### src/rtl/core/exps_pkg.sv
// Shared types, constants and field layout for the exponential search engine.
package exps_pkg;

    localparam int TABLE_DEPTH_DEF = 1024;

    localparam int DATA_W = 32;
    localparam int ADDR_W = 10;
    localparam int CNT_W  = 11;
    localparam int BND_W  = 12;
    localparam int POS_W  = 13;

    localparam int S_TDATA_W = 80;
    localparam int M_TDATA_W = 16;

    // Input word layout inside s_tdata, lowest bit first.
    localparam int ADDR_LSB = 0;
    localparam int VAL_LSB  = ADDR_LSB + ADDR_W;
    localparam int KEY_LSB  = VAL_LSB + DATA_W;
    localparam int IN_USED  = KEY_LSB + DATA_W;

    localparam int APB_AW  = 3;
    localparam int APB_DW  = 32;
    localparam int REG_IDX_W = APB_AW - 2;

    localparam logic [REG_IDX_W-1:0] REG_ELEMENT_COUNT = '0;

    localparam logic FUNC_WRITE  = 1'b0;
    localparam logic FUNC_SEARCH = 1'b1;

    typedef logic        [CNT_W-1:0]  cnt_t;
    typedef logic        [BND_W-1:0]  bnd_t;
    typedef logic signed [POS_W-1:0]  pos_t;
    typedef logic signed [DATA_W-1:0] val_t;

    typedef enum logic [1:0] {
        ST_IDLE,
        ST_DOUBLE,
        ST_BINARY,
        ST_DONE
    } state_t;

    // Table port request from the sequencer.
    typedef struct packed {
        logic              wr_en;
        logic [ADDR_W-1:0] waddr;
        val_t              wdata;
        bnd_t              raddr;
    } tbl_req_t;

endpackage

### src/rtl/core/exps_ctrl.sv
// Search sequencer: doubling and binary probe phases around one shared comparator.
module exps_ctrl #(
    parameter int TABLE_DEPTH = exps_pkg::TABLE_DEPTH_DEF
) (
    input  logic                              clk,
    input  logic                              rst_n,
    input  exps_pkg::cnt_t                    element_count,
    input  logic                              s_tvalid,
    output logic                              s_tready,
    input  logic [exps_pkg::S_TDATA_W-1:0]    s_tdata,
    input  logic                              s_tuser,
    output logic                              m_tvalid,
    input  logic                              m_tready,
    output logic [exps_pkg::M_TDATA_W-1:0]    m_tdata,
    output logic                              m_tuser,
    output exps_pkg::tbl_req_t                tbl_req,
    input  exps_pkg::val_t                    tbl_rdata
);

    exps_pkg::state_t state_reg, state_next;

    exps_pkg::val_t key_reg, key_next;
    exps_pkg::cnt_t n_reg, n_next;
    exps_pkg::bnd_t bound_reg, bound_next;
    exps_pkg::pos_t lo_reg, lo_next;
    exps_pkg::pos_t hi_reg, hi_next;
    exps_pkg::pos_t mid_reg, mid_next;
    logic           found_reg, found_next;
    logic [exps_pkg::ADDR_W-1:0] idx_reg, idx_next;

    logic                        m_tvalid_reg, m_tvalid_next;
    logic                        out_found_reg, out_found_next;
    logic [exps_pkg::ADDR_W-1:0] out_idx_reg, out_idx_next;

    logic           take;
    logic           is_search;
    logic           out_free;
    exps_pkg::cnt_t n_in;
    exps_pkg::cnt_t n_cur;
    exps_pkg::val_t in_key;
    logic [exps_pkg::ADDR_W-1:0] in_addr;

    // Shared comparator: probed entry against the key.
    logic key_eq;
    logic key_lt;
    logic probe_lt;

    exps_pkg::bnd_t bound_dbl;
    logic           dbl_cont;
    exps_pkg::bnd_t entry_bound;
    exps_pkg::bnd_t last_idx;
    exps_pkg::pos_t lo0;
    exps_pkg::pos_t top0;
    exps_pkg::pos_t mid0;
    exps_pkg::pos_t lo_n;
    exps_pkg::pos_t hi_n;
    exps_pkg::pos_t sum_n;
    exps_pkg::pos_t sum0;
    exps_pkg::pos_t mid_n;
    logic           bin_cont;

    assign take      = s_tvalid && s_tready;
    assign is_search = (s_tuser == exps_pkg::FUNC_SEARCH);
    assign out_free  = !m_tvalid_reg || m_tready;
    assign in_key    = s_tdata[exps_pkg::KEY_LSB +: exps_pkg::DATA_W];
    assign in_addr   = s_tdata[exps_pkg::ADDR_LSB +: exps_pkg::ADDR_W];

    assign n_in  = (32'(element_count) > 32'(TABLE_DEPTH)) ?
                   exps_pkg::cnt_t'(TABLE_DEPTH) : element_count;
    assign n_cur = (state_reg == exps_pkg::ST_IDLE) ? n_in : n_reg;

    assign key_eq   = (tbl_rdata == key_reg);
    assign key_lt   = (key_reg < tbl_rdata);
    assign probe_lt = !key_eq && !key_lt;

    // Doubling phase.
    assign bound_dbl = {bound_reg[exps_pkg::BND_W-2:0], 1'b0};
    assign dbl_cont  = probe_lt && (bound_dbl < exps_pkg::bnd_t'(n_reg));

    // Range handed to the binary phase once doubling stops.
    always_comb
    begin
        if (state_reg == exps_pkg::ST_IDLE)
        begin
            entry_bound = exps_pkg::bnd_t'(1);
        end
        else if (probe_lt)
        begin
            entry_bound = bound_dbl;
        end
        else
        begin
            entry_bound = bound_reg;
        end
    end

    assign last_idx = exps_pkg::bnd_t'(n_cur) - exps_pkg::bnd_t'(1);
    assign lo0      = exps_pkg::pos_t'(entry_bound >> 1);
    assign top0     = (entry_bound < last_idx) ? exps_pkg::pos_t'(entry_bound)
                                               : exps_pkg::pos_t'(last_idx);
    assign sum0     = lo0 + top0;
    assign mid0     = exps_pkg::pos_t'(sum0[exps_pkg::POS_W-1:1]);

    // Binary phase: narrow the range around the probed midpoint.
    assign lo_n     = key_lt ? lo_reg : (mid_reg + exps_pkg::pos_t'(1));
    assign hi_n     = key_lt ? (mid_reg - exps_pkg::pos_t'(1)) : hi_reg;
    assign bin_cont = (lo_n <= hi_n);
    assign sum_n    = lo_n + hi_n;
    assign mid_n    = exps_pkg::pos_t'(sum_n[exps_pkg::POS_W-1:1]);

    always_comb
    begin
        state_next = state_reg;
        unique case (state_reg)
            exps_pkg::ST_IDLE:
            begin
                if (take && is_search)
                begin
                    if (n_in == '0)
                    begin
                        state_next = exps_pkg::ST_DONE;
                    end
                    else if (n_in > exps_pkg::cnt_t'(1))
                    begin
                        state_next = exps_pkg::ST_DOUBLE;
                    end
                    else
                    begin
                        state_next = exps_pkg::ST_BINARY;
                    end
                end
            end
            exps_pkg::ST_DOUBLE:
            begin
                if (!dbl_cont)
                begin
                    state_next = exps_pkg::ST_BINARY;
                end
            end
            exps_pkg::ST_BINARY:
            begin
                if (key_eq || !bin_cont)
                begin
                    state_next = exps_pkg::ST_DONE;
                end
            end
            exps_pkg::ST_DONE:
            begin
                if (out_free)
                begin
                    state_next = exps_pkg::ST_IDLE;
                end
            end
            default:
            begin
                state_next = exps_pkg::ST_IDLE;
            end
        endcase
    end

    always_comb
    begin
        key_next       = key_reg;
        n_next         = n_reg;
        bound_next     = bound_reg;
        lo_next        = lo_reg;
        hi_next        = hi_reg;
        mid_next       = mid_reg;
        found_next     = found_reg;
        idx_next       = idx_reg;
        out_found_next = out_found_reg;
        out_idx_next   = out_idx_reg;
        m_tvalid_next  = m_tvalid_reg && !m_tready;
        case (state_reg)
            exps_pkg::ST_IDLE:
            begin
                if (take && is_search)
                begin
                    key_next   = in_key;
                    n_next     = n_in;
                    bound_next = exps_pkg::bnd_t'(1);
                    lo_next    = lo0;
                    hi_next    = top0;
                    mid_next   = mid0;
                    found_next = 1'b0;
                    idx_next   = '0;
                end
            end
            exps_pkg::ST_DOUBLE:
            begin
                if (dbl_cont)
                begin
                    bound_next = bound_dbl;
                end
                else
                begin
                    lo_next  = lo0;
                    hi_next  = top0;
                    mid_next = mid0;
                end
            end
            exps_pkg::ST_BINARY:
            begin
                lo_next  = lo_n;
                hi_next  = hi_n;
                mid_next = mid_n;
                if (key_eq)
                begin
                    found_next = 1'b1;
                    idx_next   = mid_reg[exps_pkg::ADDR_W-1:0];
                end
            end
            exps_pkg::ST_DONE:
            begin
                if (out_free)
                begin
                    m_tvalid_next  = 1'b1;
                    out_found_next = found_reg;
                    out_idx_next   = idx_reg;
                end
            end
            default:
            begin
            end
        endcase
    end

    always_comb
    begin
        s_tready            = (state_reg == exps_pkg::ST_IDLE);
        tbl_req.wr_en       = (state_reg == exps_pkg::ST_IDLE) && take && !is_search &&
                              (32'(in_addr) < 32'(TABLE_DEPTH));
        tbl_req.waddr       = in_addr;
        tbl_req.wdata       = s_tdata[exps_pkg::VAL_LSB +: exps_pkg::DATA_W];
        tbl_req.raddr       = mid0[exps_pkg::BND_W-1:0];
        unique case (state_reg)
            exps_pkg::ST_IDLE:
            begin
                if (n_in > exps_pkg::cnt_t'(1))
                begin
                    tbl_req.raddr = exps_pkg::bnd_t'(1);
                end
            end
            exps_pkg::ST_DOUBLE:
            begin
                if (dbl_cont)
                begin
                    tbl_req.raddr = bound_dbl;
                end
            end
            exps_pkg::ST_BINARY:
            begin
                tbl_req.raddr = mid_n[exps_pkg::BND_W-1:0];
            end
            exps_pkg::ST_DONE:
            begin
            end
            default:
            begin
            end
        endcase
    end

    always_ff @(posedge clk or negedge rst_n)
    begin
        if (!rst_n)
        begin
            state_reg    <= exps_pkg::ST_IDLE;
            m_tvalid_reg <= 1'b0;
        end
        else
        begin
            state_reg    <= state_next;
            m_tvalid_reg <= m_tvalid_next;
        end
    end

    always_ff @(posedge clk)
    begin
        key_reg       <= key_next;
        n_reg         <= n_next;
        bound_reg     <= bound_next;
        lo_reg        <= lo_next;
        hi_reg        <= hi_next;
        mid_reg       <= mid_next;
        found_reg     <= found_next;
        idx_reg       <= idx_next;
        out_found_reg <= out_found_next;
        out_idx_reg   <= out_idx_next;
    end

    assign m_tvalid = m_tvalid_reg;
    assign m_tuser  = out_found_reg;
    assign m_tdata  = exps_pkg::M_TDATA_W'(out_idx_reg);

endmodule

### config.mk
export PLATFORM = sky130hd
export DESIGN_NAME = exps_ctrl
export DESIGN_NICKNAME = d
export VERILOG_FILES = /design/src/rtl/core/exps_pkg.sv /design/src/rtl/core/exps_ctrl.sv
export SDC_FILE = /design/constraint.sdc
export NUM_CORES = 1
export LEC_CHECK = 0
export BUFFER_PORTS_ARGS = -buffer_cell sky130_fd_sc_hd__buf_2
export CORE_MARGIN = 4
export CORE_UTILIZATION = 35
export DETAILED_ROUTE_END_ITERATION = 8
export SETUP_SLACK_MARGIN = 0.3
export SYNTH_ARGS = -nofsm -noshare
export SYNTH_HDL_FRONTEND = slang
export SYNTH_SLANG_ARGS = --single-unit
### constraint.sdc
create_clock -name clk -period 8.79 [get_ports clk]
set_input_delay 0.879 -clock clk [delete_from_list [all_inputs] [get_ports clk]]
set_output_delay 0.879 -clock clk [all_outputs]
set_load 0.02 [all_outputs]
==> flow_metrics.env <==
export IMPL_status="completed"
export IMPL_cap_violations=0
export IMPL_cts_tree="yes"
export IMPL_period_share_pct=93.4
export IMPL_cts_sinks=118
export IMPL_coreArea_um2=26100
export IMPL_max_freq_ghz=0.122
export IMPL_yosys_top_cells_area="edfxtp_1, ha_1, buf_4"
export IMPL_io_buffers=105
export IMPL_cpMaxStageDelayCell="or4_4"
export IMPL_maxSlewViolCount=0
export IMPL_r2r_end="mid_reg[8]"
export IMPL_final_common_cell="edfxtp_1"
export IMPL_dp_hpwl_um=17300
export IMPL_setup_tns_ps=0
export IMPL_synthArstFlopShare_pct=2.54
export IMPL_die_w_um=171
export IMPL_clkTransAtPathRegs_ps=60
export IMPL_nNetsFinal=1243
export IMPL_hold_class="primary input to async pin"
export IMPL_reg2reg_depth=27
export IMPL_drt_iter0_drc=365
export IMPL_rows=59
export IMPL_setup_viol=0
export IMPL_end_kind="output pin"
export IMPL_largest_register_ffs=32
export IMPL_drtAntennaViolNets=0
export IMPL_synth_main_ff_cell="edfxtp_1"
export IMPL_synthDistinctLibCells=80
export IMPL_wl_um=22500
export IMPL_grt_max_degree=62
export IMPL_synth_top_cell_area_share_pct=37.3
export IMPL_critPathBufInv=7
export IMPL_worst_ep_arrival_time_ps=7330
export IMPL_worstSetupStartpoint="tbl_rdata[12]"
export IMPL_worstPathRequired_ps=7910
export IMPL_slowest_delay_ps=590
export IMPL_yosysSeqAreaShare_pct=38.1
export IMPL_grt_pass1_wl_um=34700
export IMPL_drive_gt1_share_pct=23.5
export IMPL_io_pins=202
export IMPL_relSlewSlack_pct=20.9
export IMPL_h_tree_depth=4
export IMPL_antenna_cells=0
export IMPL_cp_max_fo=8
export IMPL_crit_path_start_kind="primary input"
export IMPL_area_delta_synth_final_pct=16.1
export IMPL_syn_area_per_cell_um2=9.74
export IMPL_syn_cell_area_um2=9260
export IMPL_routed_via_density=5.10
export IMPL_rsz0062_at_grt="no"
export IMPL_gp_congestion=0.842
export IMPL_die_h_um=171
export IMPL_crit_family="simple AND/OR/NAND/NOR gates"
export IMPL_cts_buffer_depth=2
export IMPL_hold_buffers=0
export IMPL_grtUsageTotal_pct=15.2
export IMPL_syn_inst=950
export IMPL_hold_viol_final=0
export IMPL_dieArea_um2=29100
export IMPL_clk_latency_ps=410
export IMPL_cts_buffers=17
export IMPL_start_util_pct=35.5
export IMPL_cts_root_buf="clkbuf_16"
export IMPL_grt_pass1_vias=6638
export IMPL_skew_ps=9.84
export IMPL_grt_antenna_before_repair=0
export IMPL_synth_top_area_cell="edfxtp_1"
export IMPL_synth_edff_count=115
export IMPL_worst_pin_slew_ps=1190
export IMPL_grt_overflow=0
export IMPL_dr_pass1_iters=5
export IMPL_r2r_slack_ps=1830
export IMPL_criticalPathCategory="primary input to output pin"
export IMPL_layout_common_cells="edfxtp_1, buf_2, inv_1"
export IMPL_finalWorstPathRequiredPeriod_ps=8210
export IMPL_synth_seq_cells=118
export IMPL_dr_total_vias=6964
export IMPL_yosysWarnings=0
export IMPL_wire_per_inst_um=16.5
export IMPL_reg2reg_from="key_reg[14]"
export IMPL_route_detailed_drc=0
[metrics by stage]
step | hold WS [ps] | utilization [%] | setup slack, ps | cell area (um2) | cells
2_1_floorplan | 400 | - | 545 | 9270 | 955
3_3_place_gp | 401 | 37.7 | 133 | 9830 | 1329
3_5_place_dp | 406 | 37.7 | 37.4 | 9830 | 1329
4_1_cts | 265 | 40.2 | 301 | 10500 | 1361
5_1_grt | 262 | 41.2 | 250 | 10700 | 1365
6_report | 277 | 41.2 | 576 | 10700 | 1365
[worst max-delay path by stage]
| stage | cells after the start | slack, ps | to |
|---|---|---|---|
| after detailed placement | 29 | 40 | tbl_req[8] |
| final | 30 | 580 | tbl_req[8] |
| after global routing | 30 | 250 | tbl_req[8] |
| after floorplan | 28 | 540 | tbl_req[8] |
| after CTS | 29 | 300 | tbl_req[8] |
| after global placement | 30 | 130 | tbl_req[8] |
[layout make-up]
| type | instances | area [um2] |
|---|---|---|
| inverter | 101 | 379 |
| timing repair buffer | 123 | 682 |
| multi-input combinational | 656 | 5100 |
| clock buffer | 18 | 429 |
| clock inverter | 14 | 208 |
| sequential | 118 | 3530 |
| tap | 335 | 419 |
| fill | 2508 | 15300 |
[cells in the mapped netlist (all sizes together) (3+ instances only)]
master     n
edfxtp   115
or4        3
a22oi      4
a21o      11
nor4       4
a21oi     67
xnor2     32
dfrtp      3
xor2      10
o21ai     32
nand3     16
and2      20
o211ai     6
a21boi     3
and4       3
a31oi      5
nand2b    10
and3       6
inv      100
o22ai      7
nor2b     20
mux2i     29
o21a       8
buf       56
nor2      82
o21bai     6
nand2     61
o31ai      7
nor3      15
o2111ai    4
clkbuf    23
ha        96
mux2      31
a221oi     5
o221ai     6
nand4     13
a211oi     4
[cell families after synthesis]
kind of cell | share of synthesized area [%]
buffers and inverters | 9.76
adders and majority gates | 13.4
xor gates and xnor gates | 3.97
other | 0.0405
DFF | 38.1
muxes | 6.91
AOI/OAI and AO/OA | 13.4
and+or+nand+nor | 14.4
[worst reg2reg max path, stage by stage, from the launching register on]
cell	delay [ps]
edfxtp_1	420
ha_4	320
nand4_4	120
or4_4	570
o221ai_4	230
a21oi_2	100
a211oi_2	180
buf_4	180
buf_12	150
mux2i_2	240
inv_1	110
ha_1	360
nand2_2	120
a21oi_1	80
a221oi_4	370
nand3_2	140
o31ai_4	340
mux2_4	350
ha_1	290
buf_4	130
nand4_1	120
nor2_1	160
mux2i_2	100
and3_1	210
or4_4	590
a31o_4	280
o21a_1	210
o211ai_1	300
[per-layer routing]
metal  vias to the layer above  track usage, %  wire length, um
met4                         0            3.61              274
met2                       181            24.9            10500
met5                         -               0                0
met3                        28            3.21             1260
li1                       3471               -                -
met1                      3284            20.7            10400
[repair_timing]
item | CTS | global route
buffers inserted | 0 | 4
endpoints found under the setup margin | 7 | 8
endpoints found under the hold margin | 0 | 0
pin swaps | 0 | 16
resized for setup | 3 | 48
cloned | 0 | 0
Power is not shown: default switching activity piles up to over one toggle a cycle in this logic, so the estimate is an artifact.
